`config.mk`:
```
export PLATFORM = sky130hd
export DESIGN_NAME = cct_cfg
export DESIGN_NICKNAME = d
export VERILOG_FILES = /design/src/rtl/core/cct_pkg.sv /design/src/rtl/core/cct_cfg.sv
export SDC_FILE = /design/constraint.sdc
export NUM_CORES = 1
export LEC_CHECK = 0
export BUFFER_PORTS_ARGS = -buffer_cell sky130_fd_sc_hd__buf_2
export CAP_MARGIN = 20
export CORE_MARGIN = 3
export CORE_UTILIZATION = 42
export CTS_CLUSTER_DIAMETER = 120
export DETAILED_ROUTE_END_ITERATION = 12
export GPL_TIMING_DRIVEN = 0
export MAX_ROUTING_LAYER = met4
export PLACE_DENSITY = 0.79
export SLEW_MARGIN = 20
export SYNTH_ARGS = -nofsm -noshare
export SYNTH_HDL_FRONTEND = slang
export SYNTH_SLANG_ARGS = --single-unit
```
`constraint.sdc`:
```
create_clock -name i_clk -period 1.1 [get_ports i_clk]
set_input_delay 0.055 -clock i_clk [delete_from_list [all_inputs] [get_ports i_clk]]
set_output_delay 0.055 -clock i_clk [all_outputs]
set_load 0.02 [all_outputs]
```
`src/rtl/core/cct_pkg.sv`:
```
// Cluster chain table: shared types, codes and the sequencer microprogram.
package cct_pkg;

    localparam int OP_W  = 2;
    localparam int CL_W  = 16;
    localparam int LEN_W = 24;
    localparam int EV_W  = 16;
    localparam int ST_W  = 2;
    localparam int CC_W  = 11;
    localparam int CS_W  = 16;

    localparam int CFG_AW = 3;
    localparam int CFG_DW = 32;

    localparam logic [OP_W-1:0] OP_READ  = 2'd0;
    localparam logic [OP_W-1:0] OP_ALLOC = 2'd1;
    localparam logic [OP_W-1:0] OP_FREE  = 2'd2;
    localparam logic [OP_W-1:0] OP_LOAD  = 2'd3;

    localparam logic [ST_W-1:0] ST_OK    = 2'd0;
    localparam logic [ST_W-1:0] ST_FULL  = 2'd1;
    localparam logic [ST_W-1:0] ST_RANGE = 2'd2;

    localparam logic [CL_W-1:0] FIND_FREE    = 16'hFFFF;
    localparam logic [7:0]      PARTIAL_MARK = 8'hFF;

    typedef logic [CFG_AW-3:0] t_reg_idx;
    localparam t_reg_idx REG_CLUSTER_COUNT = 1'b0;
    localparam t_reg_idx REG_CLUSTER_SIZE  = 1'b1;

    localparam logic [CC_W-1:0] CLUSTER_COUNT_RST = 11'd1024;
    localparam logic [CS_W-1:0] CLUSTER_SIZE_RST  = 16'd512;

    typedef logic [4:0] t_upc;

    typedef enum logic [1:0] {SQ_NEXT, SQ_JUMP, SQ_WAIT, SQ_DONE} t_seq;

    typedef enum logic [3:0] {
        CD_ALWAYS, CD_CLR_DONE, CD_CL_RANGE, CD_CL_FIND, CD_RD_ZERO,
        CD_RD_STOP, CD_RD_RANGE, CD_CUR_END, CD_LEN_LT
    } t_cond;

    typedef enum logic [1:0] {RS_NONE, RS_WP, RS_CUR} t_rsel;

    typedef enum logic [2:0] {
        WS_NONE, WS_CLR, WS_ZERO, WS_VAL, WS_PART, WS_END, WS_CUR
    } t_wsel;

    typedef enum logic [1:0] {WP_HOLD, WP_RD, WP_CUR} t_wpop;
    typedef enum logic [1:0] {CU_HOLD, CU_INC, CU_STEP} t_curop;
    typedef enum logic [1:0] {SO_HOLD, SO_WP, SO_CUR, SO_N} t_startop;
    typedef enum logic [1:0] {SS_HOLD, SS_FULL, SS_RANGE} t_statop;

    typedef struct packed {
        t_seq     seq;
        t_cond    cond;
        logic     neg;
        t_upc     target;
        t_rsel    rd;
        t_wsel    wr;
        t_wpop    wp_op;
        t_curop   cur_op;
        t_startop start_op;
        t_statop  st_op;
        logic     link_ld;
        logic     bl_sub;
    } t_uword;

    typedef struct packed {
        t_uword uw;
        logic   accept;
        logic   out_load;
    } t_seq_ctl;

    typedef struct packed {
        logic clr_done;
        logic cl_range;
        logic cl_find;
        logic rd_zero;
        logic rd_stop;
        logic rd_range;
        logic cur_end;
        logic len_lt;
        logic out_free;
    } t_flags;

    // microprogram addresses
    localparam t_upc UA_CLR     = 5'd0;
    localparam t_upc UA_IDLE    = 5'd1;
    localparam t_upc UA_RD0     = 5'd2;
    localparam t_upc UA_RD1     = 5'd3;
    localparam t_upc UA_LD0     = 5'd4;
    localparam t_upc UA_LD1     = 5'd5;
    localparam t_upc UA_FR0     = 5'd6;
    localparam t_upc UA_FR1     = 5'd7;
    localparam t_upc UA_FR2     = 5'd8;
    localparam t_upc UA_FR3     = 5'd9;
    localparam t_upc UA_FR4     = 5'd10;
    localparam t_upc UA_RANGE   = 5'd11;
    localparam t_upc UA_AL0     = 5'd12;
    localparam t_upc UA_AL1     = 5'd13;
    localparam t_upc UA_AL2     = 5'd14;
    localparam t_upc UA_LOOP    = 5'd15;
    localparam t_upc UA_MARK    = 5'd16;
    localparam t_upc UA_N0      = 5'd17;
    localparam t_upc UA_N1      = 5'd18;
    localparam t_upc UA_N2      = 5'd19;
    localparam t_upc UA_AEND    = 5'd20;
    localparam t_upc UA_AS0     = 5'd21;
    localparam t_upc UA_AS1     = 5'd22;
    localparam t_upc UA_AS2     = 5'd23;
    localparam t_upc UA_FULL    = 5'd24;
    localparam t_upc UA_RANGE_A = 5'd25;
    localparam t_upc UA_DONE    = 5'd26;

    localparam t_uword UW_NOP = '{
        seq: SQ_NEXT, cond: CD_ALWAYS, neg: 1'b0, target: UA_IDLE,
        rd: RS_NONE, wr: WS_NONE, wp_op: WP_HOLD, cur_op: CU_HOLD,
        start_op: SO_HOLD, st_op: SS_HOLD, link_ld: 1'b0, bl_sub: 1'b0
    };

    function automatic t_uword uw_jmp(input t_cond c, input logic ng, input t_upc t);
        t_uword w;
        w        = UW_NOP;
        w.seq    = SQ_JUMP;
        w.cond   = c;
        w.neg    = ng;
        w.target = t;
        return w;
    endfunction

    function automatic t_uword ucode_rom(input t_upc a);
        t_uword w;
        w = UW_NOP;
        unique case (a)
            UA_CLR: begin
                w        = uw_jmp(CD_CLR_DONE, 1'b1, UA_CLR);
                w.wr     = WS_CLR;
                w.cur_op = CU_INC;
            end
            UA_IDLE: w.seq = SQ_WAIT;
            UA_RD0: begin
                w    = uw_jmp(CD_CL_RANGE, 1'b0, UA_RANGE);
                w.rd = RS_WP;
            end
            UA_RD1: begin
                w         = uw_jmp(CD_ALWAYS, 1'b0, UA_DONE);
                w.link_ld = 1'b1;
            end
            UA_LD0: w = uw_jmp(CD_CL_RANGE, 1'b0, UA_RANGE);
            UA_LD1: begin
                w    = uw_jmp(CD_ALWAYS, 1'b0, UA_DONE);
                w.wr = WS_VAL;
            end
            UA_FR0: w = uw_jmp(CD_CL_FIND, 1'b0, UA_DONE);
            UA_FR1: w = uw_jmp(CD_CL_RANGE, 1'b0, UA_RANGE);
            UA_FR2: w.rd = RS_WP;
            UA_FR3: begin
                w    = uw_jmp(CD_RD_STOP, 1'b0, UA_DONE);
                w.wr = WS_ZERO;
            end
            // link in range: follow it, else fall into the range report
            UA_FR4: begin
                w       = uw_jmp(CD_RD_RANGE, 1'b1, UA_FR2);
                w.wp_op = WP_RD;
            end
            UA_RANGE: begin
                w       = uw_jmp(CD_ALWAYS, 1'b0, UA_DONE);
                w.st_op = SS_RANGE;
            end
            UA_AL0: w = uw_jmp(CD_CL_FIND, 1'b0, UA_AS0);
            UA_AL1: w = uw_jmp(CD_CL_RANGE, 1'b0, UA_RANGE_A);
            UA_AL2: w.start_op = SO_WP;
            UA_LOOP: w = uw_jmp(CD_LEN_LT, 1'b0, UA_AEND);
            UA_MARK: begin
                w.wr     = WS_PART;
                w.bl_sub = 1'b1;
            end
            UA_N0: begin
                w    = uw_jmp(CD_CUR_END, 1'b0, UA_FULL);
                w.rd = RS_CUR;
            end
            UA_N1: begin
                w        = uw_jmp(CD_RD_ZERO, 1'b1, UA_N0);
                w.cur_op = CU_STEP;
            end
            UA_N2: begin
                w        = uw_jmp(CD_ALWAYS, 1'b0, UA_LOOP);
                w.wr     = WS_CUR;
                w.wp_op  = WP_CUR;
                w.cur_op = CU_INC;
            end
            UA_AEND: begin
                w    = uw_jmp(CD_ALWAYS, 1'b0, UA_DONE);
                w.wr = WS_END;
            end
            UA_AS0: begin
                w    = uw_jmp(CD_CUR_END, 1'b0, UA_FULL);
                w.rd = RS_CUR;
            end
            UA_AS1: begin
                w        = uw_jmp(CD_RD_ZERO, 1'b1, UA_AS0);
                w.cur_op = CU_STEP;
            end
            UA_AS2: begin
                w          = uw_jmp(CD_ALWAYS, 1'b0, UA_LOOP);
                w.wp_op    = WP_CUR;
                w.start_op = SO_CUR;
                w.cur_op   = CU_INC;
            end
            UA_FULL: begin
                w          = uw_jmp(CD_ALWAYS, 1'b0, UA_DONE);
                w.st_op    = SS_FULL;
                w.start_op = SO_N;
            end
            UA_RANGE_A: begin
                w          = uw_jmp(CD_ALWAYS, 1'b0, UA_DONE);
                w.st_op    = SS_RANGE;
                w.start_op = SO_N;
            end
            UA_DONE: w.seq = SQ_DONE;
            default: w = uw_jmp(CD_ALWAYS, 1'b0, UA_IDLE);
        endcase
        return w;
    endfunction

    function automatic t_upc op_entry(input logic [OP_W-1:0] op);
        t_upc a;
        unique case (op)
            OP_READ:  a = UA_RD0;
            OP_ALLOC: a = UA_AL0;
            OP_FREE:  a = UA_FR0;
            OP_LOAD:  a = UA_LD0;
            default:  a = UA_IDLE;
        endcase
        return a;
    endfunction

endpackage

```
`src/rtl/core/cct_cfg.sv`:
```
// Cluster chain table: APB configuration registers and effective count/size.
module cct_cfg import cct_pkg::*; #(
    parameter int MAX_CLUSTERS = 1024
) (
    input  logic                                 i_clk,
    input  logic                                 i_rst_n,
    input  logic                                 psel,
    input  logic                                 penable,
    input  logic                                 pwrite,
    input  logic [CFG_AW-1:0]                    paddr,
    input  logic [CFG_DW-1:0]                    pwdata,
    output logic [CFG_DW-1:0]                    prdata,
    output logic                                 pready,
    output logic [$clog2(MAX_CLUSTERS+1)-1:0]    o_active_count,
    output logic [CS_W-1:0]                      o_cluster_size
);
    localparam int CW = $clog2(MAX_CLUSTERS + 1);

    logic [CC_W-1:0] r_cluster_count, n_cluster_count;
    logic [CS_W-1:0] r_cluster_size, n_cluster_size;
    t_reg_idx        reg_idx;
    logic            wr_en;

    assign reg_idx = paddr[CFG_AW-1:2];
    assign wr_en   = psel && penable && pwrite;
    assign pready  = 1'b1;

    always_comb begin
        n_cluster_count = r_cluster_count;
        n_cluster_size  = r_cluster_size;
        if (wr_en) begin
            unique case (reg_idx)
                REG_CLUSTER_COUNT: n_cluster_count = pwdata[CC_W-1:0];
                REG_CLUSTER_SIZE:  n_cluster_size  = pwdata[CS_W-1:0];
                default: ;
            endcase
        end
    end

    always_ff @(posedge i_clk) begin
        if (!i_rst_n) begin
            r_cluster_count <= CLUSTER_COUNT_RST;
            r_cluster_size  <= CLUSTER_SIZE_RST;
        end else begin
            r_cluster_count <= n_cluster_count;
            r_cluster_size  <= n_cluster_size;
        end
    end

    always_comb begin
        unique case (reg_idx)
            REG_CLUSTER_COUNT: prdata = CFG_DW'(r_cluster_count);
            REG_CLUSTER_SIZE:  prdata = CFG_DW'(r_cluster_size);
            default:           prdata = '0;
        endcase
    end

    // count saturates at table depth, zero size behaves as one byte
    always_comb begin
        if (32'(r_cluster_count) > MAX_CLUSTERS) begin
            o_active_count = CW'(MAX_CLUSTERS);
        end else begin
            o_active_count = CW'(r_cluster_count);
        end
        o_cluster_size = (r_cluster_size == '0) ? CS_W'(1) : r_cluster_size;
    end

endmodule

```
# Word-level counts from Yosys, hierarchy flattened
# Index checks and enable logic that the tools add are counted.
# totals
regBits	27
inputBits	40
elab_cells	12
# classes
order_cmp	1
muxes	3
bitwise_logic	1
n_reduce_logical	5
# ops
operator	n
$pmux W32 S2	1
$logic_not A16 Y1	1
$mux W16	1
$gt A11 B11 Y1 const B	1
$mux W11	1
$reduce_and A2 Y1	2
$logic_and A1 B1 Y1	2
$not A1 Y1	1

# Longest topological paths before layout
# depth
depth_word	3
mapped_depth	5
ltp_nobuf	2

# Least setup slack after synthesis
# No wires, ideal clock.
# synth_path
kind	register -> output
startpoint	register r_cluster_count[10]
endpoint	output prdata[10]
arrival_ns	0.874
required_time_ns	1.045
path_slack_ns	0.171
stages_incl_launch_ff	3
path_buffers	1
path_cell_list	dfxtp_1 -> clkbuf_1 -> mux2_2
# synth_via
elab_chain_cells	1
# synth_lines
item	line_no	rtl
from (decl)	cct_cfg.sv:19	logic [CC_W-1:0] r_cluster_count, n_cluster_count;
from (signal assigned)	cct_cfg.sv:45	r_cluster_count <= n_cluster_count;
$pmux W32 S2	cct_cfg.sv:51	unique case (reg_idx)
to (decl)	cct_cfg.sv:12	output logic [CFG_DW-1:0] prdata,
# Every way passes these cells. The select of a mux whose other input is x is not followed.

# Final worst setup path
# layout_path
startpoint	register r_cluster_size[13]
endpoint	output o_cluster_size[0]
# layout_via
elab_chain_cells	2
# layout_lines
item	line_no	rtl
from (decl)	cct_cfg.sv:20	logic [CS_W-1:0] r_cluster_size, n_cluster_size;
from (signal assigned)	cct_cfg.sv:46	r_cluster_size <= n_cluster_size;
$logic_not A16 Y1	cct_cfg.sv:65	o_cluster_size = (r_cluster_size == '0) ? CS_W'(1) : r_cluster_size;
$mux W16	cct_cfg.sv:65	
to (decl)	cct_cfg.sv:15	output logic [CS_W-1:0] o_cluster_size
# Every way passes these cells.

==> results.txt <==
Layout fillers -> 291
GPL Wtd Cong -> 0.724
Remaining Overflow, GRT -> 0
die span in x -> 67.0 um
Layout Skew -> 0 ns
routed via count -> 1396
Peak VDD IR -> 432 uV
CTS H-tree lvls -> 1
total clock sinks -> 27
Crit. End Element -> output port
Worst path top cell family by delay -> flip-flops
total power -> 2.02 mW
Starting Density -> 45.0%
CP max FO -> 4
share of layout cells above drive strength 1 -> 50.9%
CP Cell Sequence -> nor4_2 -> a41o_1 -> buf_6
vias in the first global route -> 1254
pwr dens -> 851 mW/mm^2
fmax -> 774 MHz
GRT Resource Usage Total -> 18.1%
Post-DP HPWL -> 2790 um
DR WL/cell -> 13.1 um
final worst-path cycle share -> 117%
Mapped Avg Cell Area -> 8.77 um^2
final net count -> 310
Arr. time, crit path -> 1.24 ns
final hold slack -> 0.00698 ns
Final ANT Viol Nets -> 0
Core Util, Final -> 68.6%
synthesized instance count -> 178
total of max-cap violations -> 0
Leakage -> 1.18 nW
final worst slack -> -0.191 ns
RSZ-0062 raised after global routing -> true
I/O Buffers -> 62
Clock transition at path regs -> 0.10 ns
failing checks -> negative setup slack
CP Class -> flip-flop to output port
most frequent cells in the layout -> buf_2, nand2_1, buf_4
CP Launch Type -> flip-flop
WP buf/inv -> 1
TritonRoute pass-1 iters -> 4
area of the multi-input gates -> 895 um^2
Synth cell types -> 17
Yosys reg bits -> 27
die footprint -> 0.00448 mm^2
Clock Path Buffers -> 2
clock latency on the worst-skew pair -> 0.27 ns
Die Y -> 67.0 um
Hold Crit Class -> input port to flip-flop
synthesized area -> 0.00156 mm^2
Final Max Slew Viols -> 0
root buffer cell -> clkbuf_8
DR DRC count -> 0
Slowest Stage Delay on Critical Path -> 0.36 ns
P&R area growth vs syn -> 52.5%
CTS tree -> built
Ant. Diodes -> 0
Worst-Margin Slew -> 0.558 ns
num ports -> 100
vias per inst -> 4.43
Crit path required time -> 1.04 ns
Hold Buf Count CTS -> 0
CTS Buf Count -> 3
status -> complete, but fails checks
final setup vio count -> 10
DRT Wirelength -> 4130 um
relative slew slack -> 62.8%
Rows -> 21
Final Hold Fails -> 0
post-synthesis sequential area ratio -> 34.6%
core area -> 0.00347 mm^2
largest net degree at the start of global routing -> 17
initial antenna violation count -> 0
first-pass GRT wire length -> 5910 um
min Tclk post-route -> 1.29 ns
Yosys Warn Count -> 0
FF+latch area -> 573 um^2
commonest non-fill, non-tap cell in the layout -> buf_2
First DRT Iteration DRCs -> 60
Worst path slowest cell -> dfxtp_1
Fin Setup TNS -> -0.775 ns
==> registers in the layout (all words and copies together), names as in the netlist <==
register and flops:
r_cluster_count 11, r_cluster_size 16
==> final cells by class <==
class                   instances  area share [%]
plain buffers                  44            12.5
well taps                      46            2.42
flip-flops and latches         27            24.1
clock buffers                   3            1.74
clock inverters                 1           0.315
repair buffers                 72            21.3
multi-input cells             122            37.6
==> metrics by stage <==
stage,setup WS [ns],instances,area (um^2)
after CTS,-0.195,312,2250
after detailed placement,-0.168,301,1980
after global placement,-0.175,301,1980
after global routing,-0.276,315,2380
final,-0.191,315,2380
after floorplan,0.171,193,1620
==> metal layers <==
metal | vias up | GRT usage, % | share of wire (%)
li1 | 712 | - | -
met2 | 53 | 31.1 | 50
met4 | 0 | 6.08 | 0.44
met1 | 629 | 21.8 | 43
met5 | - | - | 0
met3 | 2 | 2.36 | 6.3
==> cell families after synthesis <==
logic type	after synthesis	share of synthesized area (%)
muxes	38	25.3
buffers and inverters	44	17.7
DFF	27	34.6
and+or+nand+nor	66	21.3
AOI/OAI and AO/OA	1	0.642
other	2	0.481
==> tightest hold or removal path, stage by stage <==
cell	delay, ns
buf_2	0.10
nand2_1	0.05
mux2i_1	0.06
==> power by group <==
group / switching (mW) / internal (mW)
Sequential: 0.0220 / 0.989
Combinational: 0.224 / 0.201
Clock: 0.332 / 0.257
Total: 0.578 / 1.45
==> path summary, 6_finish.rpt <==
kind	cells after the start	end	from	slack, ns
max	3	o_cluster_size[0]	r_cluster_size[13]$_SDFFE_PN0P_	-0.19
min	3	r_cluster_size[11]$_SDFFE_PN0P_	pwdata[11]	0.007
max reg2reg	4	r_cluster_size[1]$_SDFFE_PN0P_	r_cluster_size[1]$_SDFFE_PN0P_	0.30
min reg2reg	2	r_cluster_count[8]$_SDFFE_PN0P_	r_cluster_count[8]$_SDFFE_PN0P_	0.48
==> synth_stat cells <==
| cell type | count | area [um^2] |
|---|---|---|
| and4_4 | 1 | 11.3 |
| nand4b_4 | 1 | 23.8 |
| nor3_1 | 1 | 5.00 |
| buf_12 | 2 | 40.0 |
| conb_1 | 2 | 7.51 |
| and2_1 | 5 | 31.3 |
| buf_2 | 3 | 15.0 |
| nor4_1 | 3 | 18.8 |
| mux2_2 | 11 | 124 |
| dfxtp_1 | 27 | 541 |
| buf_4 | 18 | 135 |
| mux2i_1 | 27 | 270 |
| buf_6 | 1 | 11.3 |
| a41o_1 | 1 | 10.0 |
| nand2_1 | 41 | 154 |
| nor2b_1 | 14 | 87.6 |
| clkbuf_1 | 20 | 75.1 |
==> what timing repair did <==
item,in CTS,in global routing
buffers inserted,6,4
pin swaps,3,0
resized for setup,45,38
setup endpoints to repair,14,22
gates cloned,1,0
(Power assumes the default switching activity.)
