==> src/rtl/core/cct_pkg.sv <==
// Cluster chain table: shared types, codes and the sequencer microprogram.
package cct_pkg;

    localparam int OP_W  = 2;
    localparam int CL_W  = 16;
    localparam int LEN_W = 24;
    localparam int EV_W  = 16;
    localparam int ST_W  = 2;
    localparam int CC_W  = 11;
    localparam int CS_W  = 16;

    localparam int CFG_AW = 3;
    localparam int CFG_DW = 32;

    localparam logic [OP_W-1:0] OP_READ  = 2'd0;
    localparam logic [OP_W-1:0] OP_ALLOC = 2'd1;
    localparam logic [OP_W-1:0] OP_FREE  = 2'd2;
    localparam logic [OP_W-1:0] OP_LOAD  = 2'd3;

    localparam logic [ST_W-1:0] ST_OK    = 2'd0;
    localparam logic [ST_W-1:0] ST_FULL  = 2'd1;
    localparam logic [ST_W-1:0] ST_RANGE = 2'd2;

    localparam logic [CL_W-1:0] FIND_FREE    = 16'hFFFF;
    localparam logic [7:0]      PARTIAL_MARK = 8'hFF;

    typedef logic [CFG_AW-3:0] t_reg_idx;
    localparam t_reg_idx REG_CLUSTER_COUNT = 1'b0;
    localparam t_reg_idx REG_CLUSTER_SIZE  = 1'b1;

    localparam logic [CC_W-1:0] CLUSTER_COUNT_RST = 11'd1024;
    localparam logic [CS_W-1:0] CLUSTER_SIZE_RST  = 16'd512;

    typedef logic [4:0] t_upc;

    typedef enum logic [1:0] {SQ_NEXT, SQ_JUMP, SQ_WAIT, SQ_DONE} t_seq;

    typedef enum logic [3:0] {
        CD_ALWAYS, CD_CLR_DONE, CD_CL_RANGE, CD_CL_FIND, CD_RD_ZERO,
        CD_RD_STOP, CD_RD_RANGE, CD_CUR_END, CD_LEN_LT
    } t_cond;

    typedef enum logic [1:0] {RS_NONE, RS_WP, RS_CUR} t_rsel;

    typedef enum logic [2:0] {
        WS_NONE, WS_CLR, WS_ZERO, WS_VAL, WS_PART, WS_END, WS_CUR
    } t_wsel;

    typedef enum logic [1:0] {WP_HOLD, WP_RD, WP_CUR} t_wpop;
    typedef enum logic [1:0] {CU_HOLD, CU_INC, CU_STEP} t_curop;
    typedef enum logic [1:0] {SO_HOLD, SO_WP, SO_CUR, SO_N} t_startop;
    typedef enum logic [1:0] {SS_HOLD, SS_FULL, SS_RANGE} t_statop;

    typedef struct packed {
        t_seq     seq;
        t_cond    cond;
        logic     neg;
        t_upc     target;
        t_rsel    rd;
        t_wsel    wr;
        t_wpop    wp_op;
        t_curop   cur_op;
        t_startop start_op;
        t_statop  st_op;
        logic     link_ld;
        logic     bl_sub;
    } t_uword;

    typedef struct packed {
        t_uword uw;
        logic   accept;
        logic   out_load;
    } t_seq_ctl;

    typedef struct packed {
        logic clr_done;
        logic cl_range;
        logic cl_find;
        logic rd_zero;
        logic rd_stop;
        logic rd_range;
        logic cur_end;
        logic len_lt;
        logic out_free;
    } t_flags;

    // microprogram addresses
    localparam t_upc UA_CLR     = 5'd0;
    localparam t_upc UA_IDLE    = 5'd1;
    localparam t_upc UA_RD0     = 5'd2;
    localparam t_upc UA_RD1     = 5'd3;
    localparam t_upc UA_LD0     = 5'd4;
    localparam t_upc UA_LD1     = 5'd5;
    localparam t_upc UA_FR0     = 5'd6;
    localparam t_upc UA_FR1     = 5'd7;
    localparam t_upc UA_FR2     = 5'd8;
    localparam t_upc UA_FR3     = 5'd9;
    localparam t_upc UA_FR4     = 5'd10;
    localparam t_upc UA_RANGE   = 5'd11;
    localparam t_upc UA_AL0     = 5'd12;
    localparam t_upc UA_AL1     = 5'd13;
    localparam t_upc UA_AL2     = 5'd14;
    localparam t_upc UA_LOOP    = 5'd15;
    localparam t_upc UA_MARK    = 5'd16;
    localparam t_upc UA_N0      = 5'd17;
    localparam t_upc UA_N1      = 5'd18;
    localparam t_upc UA_N2      = 5'd19;
    localparam t_upc UA_AEND    = 5'd20;
    localparam t_upc UA_AS0     = 5'd21;
    localparam t_upc UA_AS1     = 5'd22;
    localparam t_upc UA_AS2     = 5'd23;
    localparam t_upc UA_FULL    = 5'd24;
    localparam t_upc UA_RANGE_A = 5'd25;
    localparam t_upc UA_DONE    = 5'd26;

    localparam t_uword UW_NOP = '{
        seq: SQ_NEXT, cond: CD_ALWAYS, neg: 1'b0, target: UA_IDLE,
        rd: RS_NONE, wr: WS_NONE, wp_op: WP_HOLD, cur_op: CU_HOLD,
        start_op: SO_HOLD, st_op: SS_HOLD, link_ld: 1'b0, bl_sub: 1'b0
    };

    function automatic t_uword uw_jmp(input t_cond c, input logic ng, input t_upc t);
        t_uword w;
        w        = UW_NOP;
        w.seq    = SQ_JUMP;
        w.cond   = c;
        w.neg    = ng;
        w.target = t;
        return w;
    endfunction

    function automatic t_uword ucode_rom(input t_upc a);
        t_uword w;
        w = UW_NOP;
        unique case (a)
            UA_CLR: begin
                w        = uw_jmp(CD_CLR_DONE, 1'b1, UA_CLR);
                w.wr     = WS_CLR;
                w.cur_op = CU_INC;
            end
            UA_IDLE: w.seq = SQ_WAIT;
            UA_RD0: begin
                w    = uw_jmp(CD_CL_RANGE, 1'b0, UA_RANGE);
                w.rd = RS_WP;
            end
            UA_RD1: begin
                w         = uw_jmp(CD_ALWAYS, 1'b0, UA_DONE);
                w.link_ld = 1'b1;
            end
            UA_LD0: w = uw_jmp(CD_CL_RANGE, 1'b0, UA_RANGE);
            UA_LD1: begin
                w    = uw_jmp(CD_ALWAYS, 1'b0, UA_DONE);
                w.wr = WS_VAL;
            end
            UA_FR0: w = uw_jmp(CD_CL_FIND, 1'b0, UA_DONE);
            UA_FR1: w = uw_jmp(CD_CL_RANGE, 1'b0, UA_RANGE);
            UA_FR2: w.rd = RS_WP;
            UA_FR3: begin
                w    = uw_jmp(CD_RD_STOP, 1'b0, UA_DONE);
                w.wr = WS_ZERO;
            end
            // link in range: follow it, else fall into the range report
            UA_FR4: begin
                w       = uw_jmp(CD_RD_RANGE, 1'b1, UA_FR2);
                w.wp_op = WP_RD;
            end
            UA_RANGE: begin
                w       = uw_jmp(CD_ALWAYS, 1'b0, UA_DONE);
                w.st_op = SS_RANGE;
            end
            UA_AL0: w = uw_jmp(CD_CL_FIND, 1'b0, UA_AS0);
            UA_AL1: w = uw_jmp(CD_CL_RANGE, 1'b0, UA_RANGE_A);
            UA_AL2: w.start_op = SO_WP;
            UA_LOOP: w = uw_jmp(CD_LEN_LT, 1'b0, UA_AEND);
            UA_MARK: begin
                w.wr     = WS_PART;
                w.bl_sub = 1'b1;
            end
            UA_N0: begin
                w    = uw_jmp(CD_CUR_END, 1'b0, UA_FULL);
                w.rd = RS_CUR;
            end
            UA_N1: begin
                w        = uw_jmp(CD_RD_ZERO, 1'b1, UA_N0);
                w.cur_op = CU_STEP;
            end
            UA_N2: begin
                w        = uw_jmp(CD_ALWAYS, 1'b0, UA_LOOP);
                w.wr     = WS_CUR;
                w.wp_op  = WP_CUR;
                w.cur_op = CU_INC;
            end
            UA_AEND: begin
                w    = uw_jmp(CD_ALWAYS, 1'b0, UA_DONE);
                w.wr = WS_END;
            end
            UA_AS0: begin
                w    = uw_jmp(CD_CUR_END, 1'b0, UA_FULL);
                w.rd = RS_CUR;
            end
            UA_AS1: begin
                w        = uw_jmp(CD_RD_ZERO, 1'b1, UA_AS0);
                w.cur_op = CU_STEP;
            end
            UA_AS2: begin
                w          = uw_jmp(CD_ALWAYS, 1'b0, UA_LOOP);
                w.wp_op    = WP_CUR;
                w.start_op = SO_CUR;
                w.cur_op   = CU_INC;
            end
            UA_FULL: begin
                w          = uw_jmp(CD_ALWAYS, 1'b0, UA_DONE);
                w.st_op    = SS_FULL;
                w.start_op = SO_N;
            end
            UA_RANGE_A: begin
                w          = uw_jmp(CD_ALWAYS, 1'b0, UA_DONE);
                w.st_op    = SS_RANGE;
                w.start_op = SO_N;
            end
            UA_DONE: w.seq = SQ_DONE;
            default: w = uw_jmp(CD_ALWAYS, 1'b0, UA_IDLE);
        endcase
        return w;
    endfunction

    function automatic t_upc op_entry(input logic [OP_W-1:0] op);
        t_upc a;
        unique case (op)
            OP_READ:  a = UA_RD0;
            OP_ALLOC: a = UA_AL0;
            OP_FREE:  a = UA_FR0;
            OP_LOAD:  a = UA_LD0;
            default:  a = UA_IDLE;
        endcase
        return a;
    endfunction

endpackage

==> src/rtl/core/cct_useq.sv <==
// Cluster chain table: microprogram sequencer (step counter, jumps, dispatch).
module cct_useq import cct_pkg::*; (
    input  logic            i_clk,
    input  logic            i_rst_n,
    input  t_flags          i_flags,
    input  logic            i_req_valid,
    input  logic [OP_W-1:0] i_op,
    output logic            o_req_ready,
    output t_seq_ctl        o_ctl
);
    t_upc   r_upc, n_upc;
    t_uword uw;
    logic   hit;
    logic   out_load;

    assign uw = ucode_rom(r_upc);

    always_comb begin
        unique case (uw.cond)
            CD_ALWAYS:   hit = 1'b1;
            CD_CLR_DONE: hit = i_flags.clr_done;
            CD_CL_RANGE: hit = i_flags.cl_range;
            CD_CL_FIND:  hit = i_flags.cl_find;
            CD_RD_ZERO:  hit = i_flags.rd_zero;
            CD_RD_STOP:  hit = i_flags.rd_stop;
            CD_RD_RANGE: hit = i_flags.rd_range;
            CD_CUR_END:  hit = i_flags.cur_end;
            CD_LEN_LT:   hit = i_flags.len_lt;
            default:     hit = 1'b0;
        endcase
    end

    always_comb begin
        n_upc       = r_upc;
        o_req_ready = 1'b0;
        out_load    = 1'b0;
        unique case (uw.seq)
            SQ_NEXT: n_upc = r_upc + t_upc'(1);
            SQ_JUMP: n_upc = (hit ^ uw.neg) ? uw.target : r_upc + t_upc'(1);
            SQ_WAIT: begin
                o_req_ready = 1'b1;
                if (i_req_valid) begin
                    n_upc = op_entry(i_op);
                end
            end
            SQ_DONE: begin
                if (i_flags.out_free) begin
                    out_load = 1'b1;
                    n_upc    = UA_IDLE;
                end
            end
            default: n_upc = UA_IDLE;
        endcase
    end

    always_ff @(posedge i_clk) begin
        if (!i_rst_n) begin
            r_upc <= UA_CLR;
        end else begin
            r_upc <= n_upc;
        end
    end

    assign o_ctl = '{uw: uw, accept: o_req_ready && i_req_valid, out_load: out_load};

endmodule

==> config.mk <==
export PLATFORM = sky130hd
export DESIGN_NAME = cct_useq
export DESIGN_NICKNAME = d
export VERILOG_FILES = /design/src/rtl/core/cct_pkg.sv /design/src/rtl/core/cct_useq.sv
export SDC_FILE = /design/constraint.sdc
export NUM_CORES = 1
export LEC_CHECK = 0
export BUFFER_PORTS_ARGS = -buffer_cell sky130_fd_sc_hd__buf_2
export CORE_UTILIZATION = 54
export CTS_CLUSTER_DIAMETER = 50
export DETAILED_ROUTE_END_ITERATION = 10
export MAX_ROUTING_LAYER = met4
export PLACE_DENSITY_LB_ADDON = 0.2
export SLEW_MARGIN = 20
export SYNTH_ARGS = -nofsm -noshare
export SYNTH_HDL_FRONTEND = slang
export SYNTH_SLANG_ARGS = --single-unit
==> constraint.sdc <==
create_clock -name i_clk -period 5.55 [get_ports i_clk]
set_input_delay 0.555 -clock i_clk [delete_from_list [all_inputs] [get_ports i_clk]]
set_output_delay 0.555 -clock i_clk [all_outputs]
set_load 0.02 [all_outputs]
After elaboration in Yosys (flattened, before gate mapping)
Cells that the tools add are included.

cells by class
  add/subtract/negate cells = 1
  equality and inequality tests = 42
  mux-type cells = 17
  bitwise gates (word level) = 1
  reduce and logical (&&, ||, !) cells = 15

operators with widths
  kind                 count
  $pmux 10 s13         1
  $eq 5x5->1 const B   11
  $eq 5x4->1 const B   8
  $pmux 5 s4           2
  $eq 5x3->1 const B   4
  $pmux 3 s6           1
  $eq 4x3->1 const B   4
  $pmux 4 s4           1
  $mux 5               3
  $pmux 2 s3           2
  $reduce_or 2->1      6
  $eq 5x2->1 const B   2
  $pmux 1 s9           1
  $pmux 3 s3           1
  $eq 2x2->1 const B   4
  $eq 4x2->1 const B   2
  $reduce_or 3->1      2
  $reduce_or 6->1      1
  $add 5x1->5 const B  1
  $eq 5x1->1 const B   1
  $logic_not 5->1      1
  $eq 2x1->1 const B   2
  $eq 4x1->1 const B   1
  $eq 4x4->1 const B   1
  8 further kinds      13

word-level totals
  bits in registers = 5
  input bits = 14
  output and inout bits = 30
  word-level logic and storage cells = 77

Longest topological paths before layout
Gate-level depths: netlist (run 1).

  depth in word-level cells = 8
  depth in mapped cells = 11
  depth with buffers taken out = 9

Worst setup path after synthesis (run 1)
OpenSTA, ideal clock, no wires.

  path kind = flip-flop to flip-flop
  from = register r_upc[0]
  to = register r_upc[1]
  library setup time = 0.116 ns
  arrival time = 2.733 ns
  data required time = 5.434 ns
  path slack = 2.700 ns
  stages on the path, launching flop included = 11
  buffers on the path = 1
  period minus slack after synthesis = 2.850 ns
  cells stage by stage = dfxtp_1 inv_1 ha_1 buf_2 mux2i_1 o21ai_0 or3_1 or3_1 o2111ai_4 mux2_4 a41o_1

RTL lines
  element                 RTL line        source
  start, declared         cct_useq.sv:11  t_upc r_upc, n_upc;
  start signal, assigned  cct_useq.sv:60  r_upc <= n_upc;

==> out/results.txt, run 1 <==
Run status: finished, final reports clean
Post-route ant nets: 0
Largest net degree at the start of global routing: 26
HP Class: in -> reg
FF-to-FF End: r_upc[1]
Via count: 1416
FF+latch count, synth: 5
EDFF count, synth: 0
Leakage power: 0.702 nW
Gr ovfl total: 0
Initial Util: 59.7%
# resized after CTS: 0
Main flop type after synthesis: dfxtp_1
RSZ-0062 raised after global routing: false
Ant diodes: 0
Hold_buf cts: 0
Synth area leaders: dfxtp_1 8.2%, nor2_1 7.4%, ha_1 5.1%
DRT Pass-1 Iters: 4
DR WL/cell: 15.0 um
Worst slew pin tran: 819 ps
Syn Inst Count: 171
Postcts setup bufs: 0
Placer Congestion: 0.940
Crit end category: output port
Worst-case clock skew: 3.97 ps
Worst Setup EP: o_ctl[17]
Max Fclk: 311 MHz
Final HPWL DP: 2660 um
Final #Nets: 225
P per Cell Area: 725 nW/um^2
Ports: 44
Clock sinks: 5
Syn_nets: 190
Largest regs: r_upc x5
Ys async rst share: 0%
Count leader, synth: nor2_1
Unique masters post-synth: 57
Starting DRT DRC Count: 54
DIE HEIGHT: 49.5 um
Worst-path clk slew: 50 ps
Crit path DAT: 2660 ps
Met2 WL: 1760 um
Vias in the first global route: 1298
DIE AREA: 2450 sq um
Util after Layout: 69.4%
Worst-Skew Late Latency: 260 ps
Register area share after synthesis: 8.21%
Worst r2r path cells: 7
Fin. max-slew vios: 0
Critical path origin: r_upc[2]
Syn_area_per_cell: 7.13 sq um
Worst Setup Slack post-DPL: 2550 ps
Biggest register: r_upc
Final WS setup: 2330 ps
DRC Markers: 0
Vias per cell: 6.10
GR Util All Layers: 31.7%
Synth Cell Area: 1220 sq um
Inserted Clock Buffers: 3
CTS tree: done
Root buf cell: clkbuf_4
Layout cell share with drive strength beyond 1: 31.2%
Core area: 2040 sq um
Setup TNS: 0 ps
CP startpoint kind: flop
Number of setup violations in the final report: 0
R2R setup slack: 2500 ps
Met3 wire len: 193 um
Endpoints failing hold: 0
Tot Pwr: 1.03 mW
Max-cap viol count: 0
Row Count: 16
Crit share post-route: 58.0%
Top cells by count, synth: 24 x nor2_1, 11 x nand2_1, 10 x a21oi_1, 10 x inv_1, 8 x or3_1
Initial antenna violation count: 0
Area growth, synth to finish: 16.2%
Die W: 49.5 um
Largest area contributor in the netlist: dfxtp_1
CTS max path bufs: 2
Kind of critical path: reg -> out
Worst-path fanout max: 24
M1 wire length: 1460 um
Slew HR: 45.3%
Ys Warns: 0
Max reg flops: 5
CP Data Required Time: 4990 ps
Peak VDD IR: 564 uV
IO buf count: 43
Top sig layer: met4
WL final: 3480 um
First-pass GRT wire length: 5890 um
Synth top area share: 8.21%
H-tree Lvls: 1
Worst r2r src: r_upc[2]
Final min period: 3220 ps
## logic make-up (layout without fill, tap and decap cells)
family                   count (synthesis)  count (layout)  synth area share, %
AO/OA/AOI/OAI                           46              46                 33.0
multiplexers                             7               7                 6.67
XOR/XNOR                                 2               2                 1.44
adder cells (fa/ha/maj)                  5               5                 5.13
AND/OR/NAND/NOR                         82              82                 35.8
flip-flops                               5               5                 8.21
buffers and inverters                   24              58                 9.75
## layout by cell type (no fill, tap or decap), types with 4 or more instances in the layout
cell,Yosys,routed
a21oi_1,10,10
and3_1,4,4
buf_2,5,43
dfxtp_1,5,5
ha_1,5,5
inv_1,10,10
mux2i_1,4,4
nand2_1,11,11
nand2b_1,4,4
nor2_1,24,24
nor2b_1,4,4
o21ai_0,5,5
or2_2,5,5
or3_1,8,8
## layout make-up
cell class              instances  area, sq um
flip-flops and latches          5          100
clock buffers                   4         26.3
fillers                       201          626
repair buffers                 43          215
multi-input cells             142         1000
inverters                      11         41.3
well taps                      27         33.8
## worst min path at each step
stage | startpoint | to | slack (ps) | cells past startpoint
floorplan | r_upc[1] | r_upc[1] | 670 | 3
global route | i_rst_n | r_upc[1] | 650 | 2
detailed placement | r_upc[1] | r_upc[1] | 750 | 3
global placement | r_upc[1] | r_upc[1] | 710 | 3
CTS | i_rst_n | r_upc[1] | 620 | 2
finish | i_rst_n | r_upc[0] | 630 | 3
## power breakdown
part | switching (mW) | internal (mW)
combinational | 0.534 | 0.347
clock | 0.0188 | 0.0274
sequential | 0.0473 | 0.0511
## layer usage
layer	vias up	global-route usage (%)
met2	49	55.5
met1	665	37.0
li1	693	-
met3	9	3.70
met4	0	11.4
met5	-	-
## per-stage QoR
stage / cell area, sq um / instances / hold slack (ps)
global placement: 1390 / 228 / 713
detailed placement: 1390 / 228 / 750
CTS: 1420 / 232 / 619
floorplan: 1220 / 171 / 670
finish: 1420 / 232 / 626
global route: 1420 / 232 / 646
## critical path, stage by stage (launching register included)
cell,delay [ps]
dfxtp_1,850
and3_1,270
ha_1,270
a31o_2,160
nor4_1,50
or4_1,600
buf_2,200
(Power assumes the default switching activity.)
==> run 2, diff against run 1 <==
--- a/config.mk
+++ b/config.mk
@@ -6,7 +6,7 @@
 export NUM_CORES = 1
 export LEC_CHECK = 0
 export BUFFER_PORTS_ARGS = -buffer_cell sky130_fd_sc_hd__buf_2
-export CORE_UTILIZATION = 54
+export CORE_UTILIZATION = 45
 export CTS_CLUSTER_DIAMETER = 50
 export DETAILED_ROUTE_END_ITERATION = 10
 export MAX_ROUTING_LAYER = met4
==> constraint.sdc (replaced) <==
create_clock -name i_clk -period 2.85 [get_ports i_clk]
set_input_delay 0.285 -clock i_clk [delete_from_list [all_inputs] [get_ports i_clk]]
set_output_delay 0.285 -clock i_clk [all_outputs]
set_load 0.02 [all_outputs]
==> run 2 against run 1 <==
Against the previous run: die area is 19% higher; sequential share of layout area is 0.11 points lower; cell area grew 7.9%; cell count increased by 6.5%; clock skew down 1.2 ps; wire length up 7.5%; utilization decreased by 8.8 points; critical path depth grew 3; power up 110%; first-iteration DRC count fell by 28%.
==> out/results.txt, run 2 (synthesis results as in run 1) <==
Run status: finished, final reports clean
Placer Congestion: 0.843
WL final: 3740 um
Biggest register: r_upc
Max reg flops: 5
Final HPWL DP: 2900 um
Slew HR: 53.6%
Root buf cell: clkbuf_4
CP Data Required Time: 2570 ps
DR WL/cell: 15.1 um
FF-to-FF End: r_upc[0]
Hold depth: 2
Post-route ant nets: 0
DIE HEIGHT: 54.0 um
Clock sinks: 5
Die W: 54.0 um
Kind of critical path: reg -> out
Hold Path Sink: r_upc[1]
HP Class: in -> reg
Final #Nets: 237
Postcts setup bufs: 0
Vias in the first global route: 1284
DIE AREA: 2920 sq um
Starting DRT DRC Count: 39
GR Util All Layers: 28.6%
Area growth, synth to finish: 25.4%
Fin. max-slew vios: 0
Layout cell share with drive strength beyond 1: 37.8%
CTS max path bufs: 2
CTS tree: done
Worst-Skew Late Latency: 250 ps
Worst Setup Slack post-DPL: 96.4 ps
IO buf count: 43
Top delay family on crit path: simple AND/OR/NAND/NOR gates
CP max stage cell: dfxtp_2
Crit path DAT: 2460 ps
First-pass GRT wire length: 5910 um
Commonest non-fill, non-tap cell in the layout: buf_2
DRC Markers: 0
R2R setup slack: 130 ps
DRT Pass-1 Iters: 4
P per Cell Area: 1420 nW/um^2
Worst r2r src: r_upc[0]
Crit share post-route: 96.3%
Gr ovfl total: 0
Hold_buf cts: 0
Inserted Clock Buffers: 3
Initial Util: 48.3%
Setup TNS: 0 ps
Worst r2r path cells: 11
Worst-path fanout max: 6
Slowest stage delay, CP: 360 ps
Worst-path clk slew: 50 ps
Hold wc startpoint: i_rst_n
Largest regs: r_upc x5
Final WS setup: 105 ps
Peak VDD IR: 927 uV
Row Count: 18
H-tree Lvls: 1
Largest net degree at the start of global routing: 19
Fill count: 252
Worst slew pin tran: 678 ps
Max-cap viol count: 0
Final min period: 2740 ps
CP startpoint kind: flop
Vias per cell: 6.02
Initial antenna violation count: 0
Ports: 44
Core area: 2520 sq um
Ant diodes: 0
Placed Area: 1480 sq um
Endpoints failing hold: 0
CP Buf/Inv Count: 3
Number of setup violations in the final report: 0
Crit path cell chain: inv_1, ha_1, buf_4, or2_2, a31oi_1, o21ai_1, or2_4, a211o_1, buf_2
Tot Pwr: 2.17 mW
Worst-case clock skew: 2.82 ps
Via count: 1488
Max Fclk: 364 MHz
Leakage power: 0.767 nW
Crit end category: output port
Commonest cells after routing, fill and taps aside: 43 x buf_2, 24 x nor2_1, 11 x nand2_1, 11 x buf_4
Design area: 1530 sq um
-- run 2: changes by cell type in the layout (fill, tap and decap cells not counted), sizes merged --
| cell | change |
|---|---|
| buf | +12 |
-- run 2: how the worst max path moves through the flow --
stage / start / end / slack [ps] / cells past startpoint
5_1_grt: r_upc[0] / o_ctl[20] / -7 / 9
4_1_cts: r_upc[0] / o_ctl[20] / 60 / 9
6_report: r_upc[0] / o_ctl[20] / 110 / 9
2_1_floorplan: r_upc[0] / r_upc[1] / 0.3 / 10
3_3_place_gp: r_upc[0] / r_upc[1] / 200 / 9
3_5_place_dp: r_upc[0] / r_upc[0] / 100 / 10
-- run 2: layout make-up --
cell class | count | area, sq um | area share, %
Tap cell | 30 | 37.5 | 2.46
Timing Repair Buffer | 55 | 309 | 20.2
Multi-Input combinational cell | 142 | 1010 | 65.9
Clock buffer | 4 | 26.3 | 1.72
Sequential cell | 5 | 106 | 6.96
Inverter | 11 | 41.3 | 2.70
-- run 2: per-layer routing --
metal | routed length, um | GRT usage, % | up-vias | part of all wire [%]
met4 | 51 | 9.83 | 0 | 1.4
met1 | 1700 | 38.2 | 703 | 45
met2 | 1800 | 45.1 | 60 | 48
li1 | - | - | 720 | -
met5 | 0 | - | - | 0
met3 | 193 | 1.98 | 5 | 5.2
-- run 2: per-stage QoR --
step / utilization [%] / std cells / hold WS, ps
after global routing: 60.6 / 247 / 371
after global placement: 58.8 / 243 / 604
after detailed placement: 58.8 / 243 / 608
after floorplan: - / 171 / 437
final: 60.6 / 247 / 355
after CTS: 60.0 / 247 / 351
-- run 2: report_power, final --
part	internal, mW	total (mW)	leakage (nW)	switching [mW]
Sequential	0.106	0.169	0.0430	0.0630
Clock	0.0532	0.0869	0.0150	0.0337
Combinational	0.798	1.91	0.709	1.12
-- run 2: timing repair --
item                       4_1_cts  5_1_grt
setup endpoints to repair        2        5
gates resized for setup          2        6
cloned                           0        0
pin swaps                        0        1
==> run 3, diff against run 2 <==
--- a/config.mk
+++ b/config.mk
@@ -6,7 +6,9 @@
 export NUM_CORES = 1
 export LEC_CHECK = 0
 export BUFFER_PORTS_ARGS = -buffer_cell sky130_fd_sc_hd__buf_2
+export CORE_ASPECT_RATIO = 1.4
 export CORE_UTILIZATION = 45
+export CTS_BUF_LIST = sky130_fd_sc_hd__clkbuf_16
 export CTS_CLUSTER_DIAMETER = 50
 export DETAILED_ROUTE_END_ITERATION = 10
 export MAX_ROUTING_LAYER = met4
==> run 3 against run 2 <==
Against the previous run: via count up 3.6%; fmax down 2.0%; clock skew down 0.75 ps; worst setup slack worse by 57 ps; register-to-register slack about the same; power up 9.9%; global-route usage up 2.4 points; cell count up 4.5%; cell area up 6.7%; combinational power up 4%; clock power rose to 2.7 times the previous value.
==> out/results.txt, run 3 (synthesis results as in run 1) <==
Run status: finished, final reports clean
Row Count: 22
Clock share of power: 9.8%
Final #Nets: 242
Slew HR: 38.8%
CTS max path bufs: 2
Crit share post-route: 98.3%
DRT Pass-1 Iters: 4
HP Class: in -> reg
Fin. max-slew vios: 0
Sw Ratio: 52.4%
CP max stage cell: dfxtp_1
M1 GR Usage: 33.4%
Register area: 104 sq um
Met3 GRT Util: 3.15%
Core area: 2590 sq um
Initial antenna violation count: 0
Peak VDD IR: 1140 uV
Hold wc startpoint: i_rst_n
Final HPWL DP: 3210 um
Number of setup violations in the final report: 0
Die W: 46.0 um
Vias in the first global route: 1520
Worst-Skew Late Latency: 230 ps
Max-cap viol count: 0
Commonest cells after routing, fill and taps aside: 43 x buf_2, 24 x nor2_1, 15 x buf_4
Multi-input gate area: 1000 sq um
Busiest layer in global routing: met2
Slowest stage delay, CP: 660 ps
DRC Markers: 0
Layout cell share with drive strength beyond 1: 38.3%
Initial Util: 47.1%
Max reg flops: 5
Crit end category: output port
Crit path DAT: 2520 ps
DIE HEIGHT: 63.6 um
P per Cell Area: 1460 nW/um^2
Setup TNS: 0 ps
Largest regs: r_upc x5
Crit path cell chain: buf_12, nand2b_1, o22a_1, o21ai_1, nor4_1, or4_1, buf_2
Worst-case clock skew: 2.06 ps
Leakage power: 0.818 nW
Post-route ant nets: 0
Vias per cell: 5.97
DR WL/cell: 15.6 um
Commonest non-fill, non-tap cell in the layout: buf_2
Ports: 44
Endpoints failing hold: 0
CP startpoint kind: flop
Worst slew pin tran: 895 ps
Ant diodes: 0
Worst Setup Slack post-DPL: 77.0 ps
IO buf count: 43
Seq pwr share: 7.0%
Final min period: 2800 ps
WL final: 4020 um
Clock sinks: 5
Area growth, synth to finish: 33.8%
Critical path origin: r_upc[4]
RSZ-0062 raised after global routing: false
Worst-path fanout max: 13
Final WS setup: 48.5 ps
Max Fclk: 357 MHz
Root buf cell: clkbuf_16
Fill count: 262
Final Non-Filler Cells: 258
Starting DRT DRC Count: 58
GR Util All Layers: 31.0%
DIE AREA: 2920 sq um
Largest net degree at the start of global routing: 16
Inserted Clock Buffers: 3
Switch Pwr: 1.25 mW
First-pass GRT wire length: 6580 um
Placer Congestion: 0.873
CP Data Required Time: 2570 ps
Worst r2r src: r_upc[0]
H-tree Lvls: 1
Biggest register: r_upc
Global-route track usage on met2: 53.3%
Pint: 1.14 mW
Kind of critical path: reg -> out
Gr ovfl total: 0
Via count: 1541
Combinational Power Share: 83.2%
CTS tree: done
Dpl cells: 253
Worst-path clk slew: 30 ps
## run 3: worst paths after layout
path	end	slack (ps)	depth (start not counted)
setup / recovery	o_ctl[17]	50	7
hold / removal	r_upc[0]	390	3
setup reg to reg	r_upc[1]	140	9
hold reg to reg	r_upc[1]	720	3
## run 3: power groups by stage
stage / Clock, mW / Sequential [mW] / Combinational [mW]
6_report: 0.233 / 0.168 / 1.98
5_1_grt: 0.239 / 0.173 / 2.13
4_1_cts: 0.233 / 0.163 / 1.93
3_5_place_dp: 0 / 0.162 / 1.92
3_3_place_gp: 0 / 0.159 / 1.89
2_1_floorplan: 0 / 0.126 / 1.39
## run 3: cell type report
type / count / share of cell area (%)
inverter: 11 / 2.53
timing repair buffer: 60 / 22.0
clock buffer: 3 / 4.60
sequential: 5 / 6.37
tap: 36 / 2.76
clock inverter: 1 / 0.230
multi-input combinational: 142 / 61.5
## run 3: critical path: cells and delay by family, from the launching register on
family          cells  cell delay [ps]
compound gates      2              370
simple gates        3              830
buf+inv             2              410
flops               1              660
## run 3: timing repair
action	4_1_cts	5_1_grt
buffers inserted	0	1
gates resized for setup	0	5
hold buffers	0	0
endpoints found under the setup margin	0	5
## run 3: layer usage
| layer | vias to the layer above | share of wire [%] |
|---|---|---|
| met5 | - | 0 |
| met1 | 728 | 40 |
| met4 | 0 | 3.7 |
| li1 | 729 | - |
| met2 | 68 | 52 |
| met3 | 16 | 4.5 |
## run 3: metrics by stage
stage | util [%] | hold WS, ps | total power, mW | cell area (sq um)
3_5_place_dp | 59.3 | 630 | 2.08 | 1530
2_1_floorplan | - | 437 | 1.51 | 1220
3_3_place_gp | 59.3 | 611 | 2.04 | 1530
6_report | 63.0 | 388 | 2.38 | 1630
5_1_grt | 63.0 | 401 | 2.54 | 1630
4_1_cts | 62.3 | 389 | 2.32 | 1610
